**config.mk**
```make
export PLATFORM = sky130hd
export DESIGN_NAME = shiprr_ram
export DESIGN_NICKNAME = d
export VERILOG_FILES = /design/src/shiprr_ram.sv
export SDC_FILE = /design/constraint.sdc
export NUM_CORES = 1
export LEC_CHECK = 0
export ABC_AREA = 1
export BUFFER_PORTS_ARGS = -buffer_cell sky130_fd_sc_hd__buf_2
export CAP_MARGIN = 20
export CORE_ASPECT_RATIO = 0.8
export CORE_MARGIN = 2
export CORE_UTILIZATION = 35
export CTS_BUF_LIST = sky130_fd_sc_hd__clkbuf_4
export CTS_CLUSTER_DIAMETER = 120
export DETAILED_ROUTE_END_ITERATION = 16
export GPL_ROUTABILITY_DRIVEN = 0
export PLACE_DENSITY = 0.47
export RECOVER_POWER = 25
export SYNTH_ARGS = -nofsm -noshare
export SYNTH_HDL_FRONTEND = slang
export SYNTH_SLANG_ARGS = --single-unit
```
**constraint.sdc**
```tcl
create_clock -name clock -period 1.3 [get_ports clock]
set_input_delay 0 -clock clock [delete_from_list [all_inputs] [get_ports clock]]
set_output_delay 0 -clock clock [all_outputs]
set_load 0.005 [all_outputs]
```
**src/shiprr_ram.sv**
```systemverilog
`default_nettype none
module shiprr_ram #(
   parameter int WIDTH  = 8,
   parameter int DEPTH  = 16,
   parameter int ADDR_W = 4
) (
   input  wire logic              clock,
   input  wire logic              wr_en,
   input  wire logic [ADDR_W-1:0] wr_addr,
   input  wire logic [WIDTH-1:0]  wr_data,
   input  wire logic [ADDR_W-1:0] rd_addr,
   output logic      [WIDTH-1:0]  rd_data
);

   logic [WIDTH-1:0] mem [DEPTH];

   always_ff @(posedge clock) begin
      if (wr_en) begin
         mem[wr_addr] <= wr_data;
      end
   end

   always_ff @(posedge clock) begin
      rd_data <= mem[rd_addr];
   end

endmodule
`default_nettype wire

```
==> results.ini <==
[timing]
finClkSkew_ns = 0.0187
whs_ns = 0.0623
slew_viol_final = 0
relSlewSlack_pct = 52.3
fmax_mhz = 937
finalSetupViolations = 0
tns_ns = 0
fin_crit_ns = 1.07
post-route-period-util_pct = 82.1
tightest_slew_ns = 0.716
rsz0062_at_grt = no
hold_violations = 0

[floorplanning]
ios = 26
start_util_pct = 36.1
rows = 41
die_x_um = 148
die_height_um = 119
core_um2 = 16000
die-area_um2 = 17500

[cts]
h-tree-depth = 4
clockRootBuffer = clkbuf_4
clockBufferDepth = 2
clock_latency_ns = 0.52
clkTransAtPathRegs_ns = 0.12
cts_setup_buffers = 0
cts_tree = built
cts_made_buffers = 17
cts_sinks = 136

[synthesis]
synth_area_leaders = edfxtp_1, nand2_1, nand3_1
synthDistinctLibCells = 12
ys_seq_area_share_pct = 69.4
syn-num-nets = 569
synthCells = 551
yosysTopAreaCell = edfxtp_1
ys_warn_count = 0
synth-seq-cells = 136
avgSynthCellArea_um2 = 10.5
synth_top_area_share_pct = 66.7
netlist_area_um2 = 5770

[worst_setup_path]
crit_path_cell_trace = inv_1 > nand2_1 > nand3_1 > nand3_1 > nand3_1 > nand2_1
r2r_cells = 6
worst_r2r_startpoint = mem[8][5]$_DFFE_PP_
crit_path_end_kind = flop
regToRegSetupSlack_ns = 0.23
critPathArrivalTime_ns = 1.47
cpPeakStageDelay_ns = 0.39
crit_required_ns = 1.70
cpMostUsedCell = nand3_1
r2r_end = rd_data[5]$_DFF_P_
crit_path_top_delay_cell = edfxtp_1
crit_start = mem[8][5]$_DFFE_PP_
path_max_fanout = 1
worstSetupPathType = flop to flop
crit_path_end = rd_data[5]$_DFF_P_
startpoint_type = flop

[flow_run]
cap_violations = 0

[drt]
dr.pass1.iters = 5
postRouteAntennaNets = 0
drc = 0
via_count = 3777
routed_wl_um = 14400
drt_iter0_markers = 419
via_per_inst = 4.55
drt-wirelength-per-cell_um = 17.4

[outcome]
outcome = completed

[finish]
fin_area_um2 = 6500
drive_gt1_share_pct = 9.90
layout_common_cells = nand2_1, edfxtp_1, inv_1
num_antenna_cells = 0
layout_commonest_cell = nand2_1
nets = 622
area_growth_pct = 12.7
instances_no_fill = 831

[global_routing]
overflow = 0
grt_pass1_vias = 3710
antenna_found_initial = 0
grt_use_total_pct = 17.7
grt_pass1_wl_um = 22800
grt_max_degree = 44

[place]
post-dp-hpwl_um = 8970
port_buffers = 25
place_inst = 791
place_area_um2 = 6240

[power]
total_power_mw = 7.90
power_per_cell_area_nw_per_um2 = 1210
leakagePower_nw = 2.76
vdd.ir_drop.worst_mv = 0.540

[worst_hold_path]
hp-class = input port to flop
holdPathStages = 5

## sequential cells by signal (all words and copies together), names as in the netlist
register,cells
mem,128
rd_data,8
## per-layer routing
| metal | vias to the layer above | wire (um) | GRT usage, % |
|---|---|---|---|
| met5 | - | 0 | 0 |
| met4 | 0 | 69 | 3.43 |
| met3 | 4 | 728 | 4.75 |
| met2 | 88 | 6170 | 24.9 |
| met1 | 1813 | 7480 | 27.3 |
| li1 | 1872 | - | - |
## how the worst min path moves through the flow
| stage | end | start | slack (ns) |
|---|---|---|---|
| after floorplan | mem[0][0]$_DFFE_PP_ | wr_data[0] | 0.1 |
| after global placement | rd_data[7] | rd_data[7]$_DFF_P_ | 0.38 |
| after detailed placement | rd_data[7] | rd_data[7]$_DFF_P_ | 0.38 |
| after CTS | rd_data[1]$_DFF_P_ | rd_addr[2] | 0.008 |
| after global routing | rd_data[1]$_DFF_P_ | rd_addr[2] | 0.03 |
| final | rd_data[1]$_DFF_P_ | rd_addr[2] | 0.06 |
## final cells by class
cell class              instances  area [um2]
clock buffers                  17         128
clock inverters                14        91.3
fillers                      1570        9450
inverters                     102         383
multi-input cells             289        1210
flip-flops and latches        136        4000
well taps                     215         269
repair buffers                 58         413
## kinds of logic after synthesis
logic type             count (synthesis)  synth area share [%]
buffers and inverters                126                  9.52
and+or+nand+nor                      289                  21.0
DFF                                  136                  69.4
## cells in the mapped netlist, drive strengths merged
library cell,instances
buf,24
dfxtp,8
edfxtp,128
inv,102
nand2,173
nand3,97
nand3b,2
nor2,17
## power by group
part           total (mW)  switching [mW]  internal [mW]  leakage, nW
logic               0.643           0.435          0.208         1.42
clock network        2.32            1.45          0.876        0.119
registers            4.93          0.0358           4.89         1.22
total                7.90            1.92           5.98         2.76
## worst max-delay path, delay by kind of cell (launching register included)
kind                   cells  cell delay (ns)
flip-flops                 1             0.39
buffers and inverters      1             0.06
AND/OR/NAND/NOR            5             0.51
## repair_timing
item,CTS,global route
hold buffers,9,0
endpoints found under the hold margin,136,0
resized for setup,0,0
## stage by stage
stage / utilization, % / worst slack (ns)
CTS: 41.0 / 0.203
global placement: 39.1 / 0.0932
floorplan: - / 0.349
finish: 40.7 / 0.232
detailed placement: 39.1 / 0.0796
global route: 40.7 / 0.155
No activity file was read; power rests on OpenSTA's default activity.
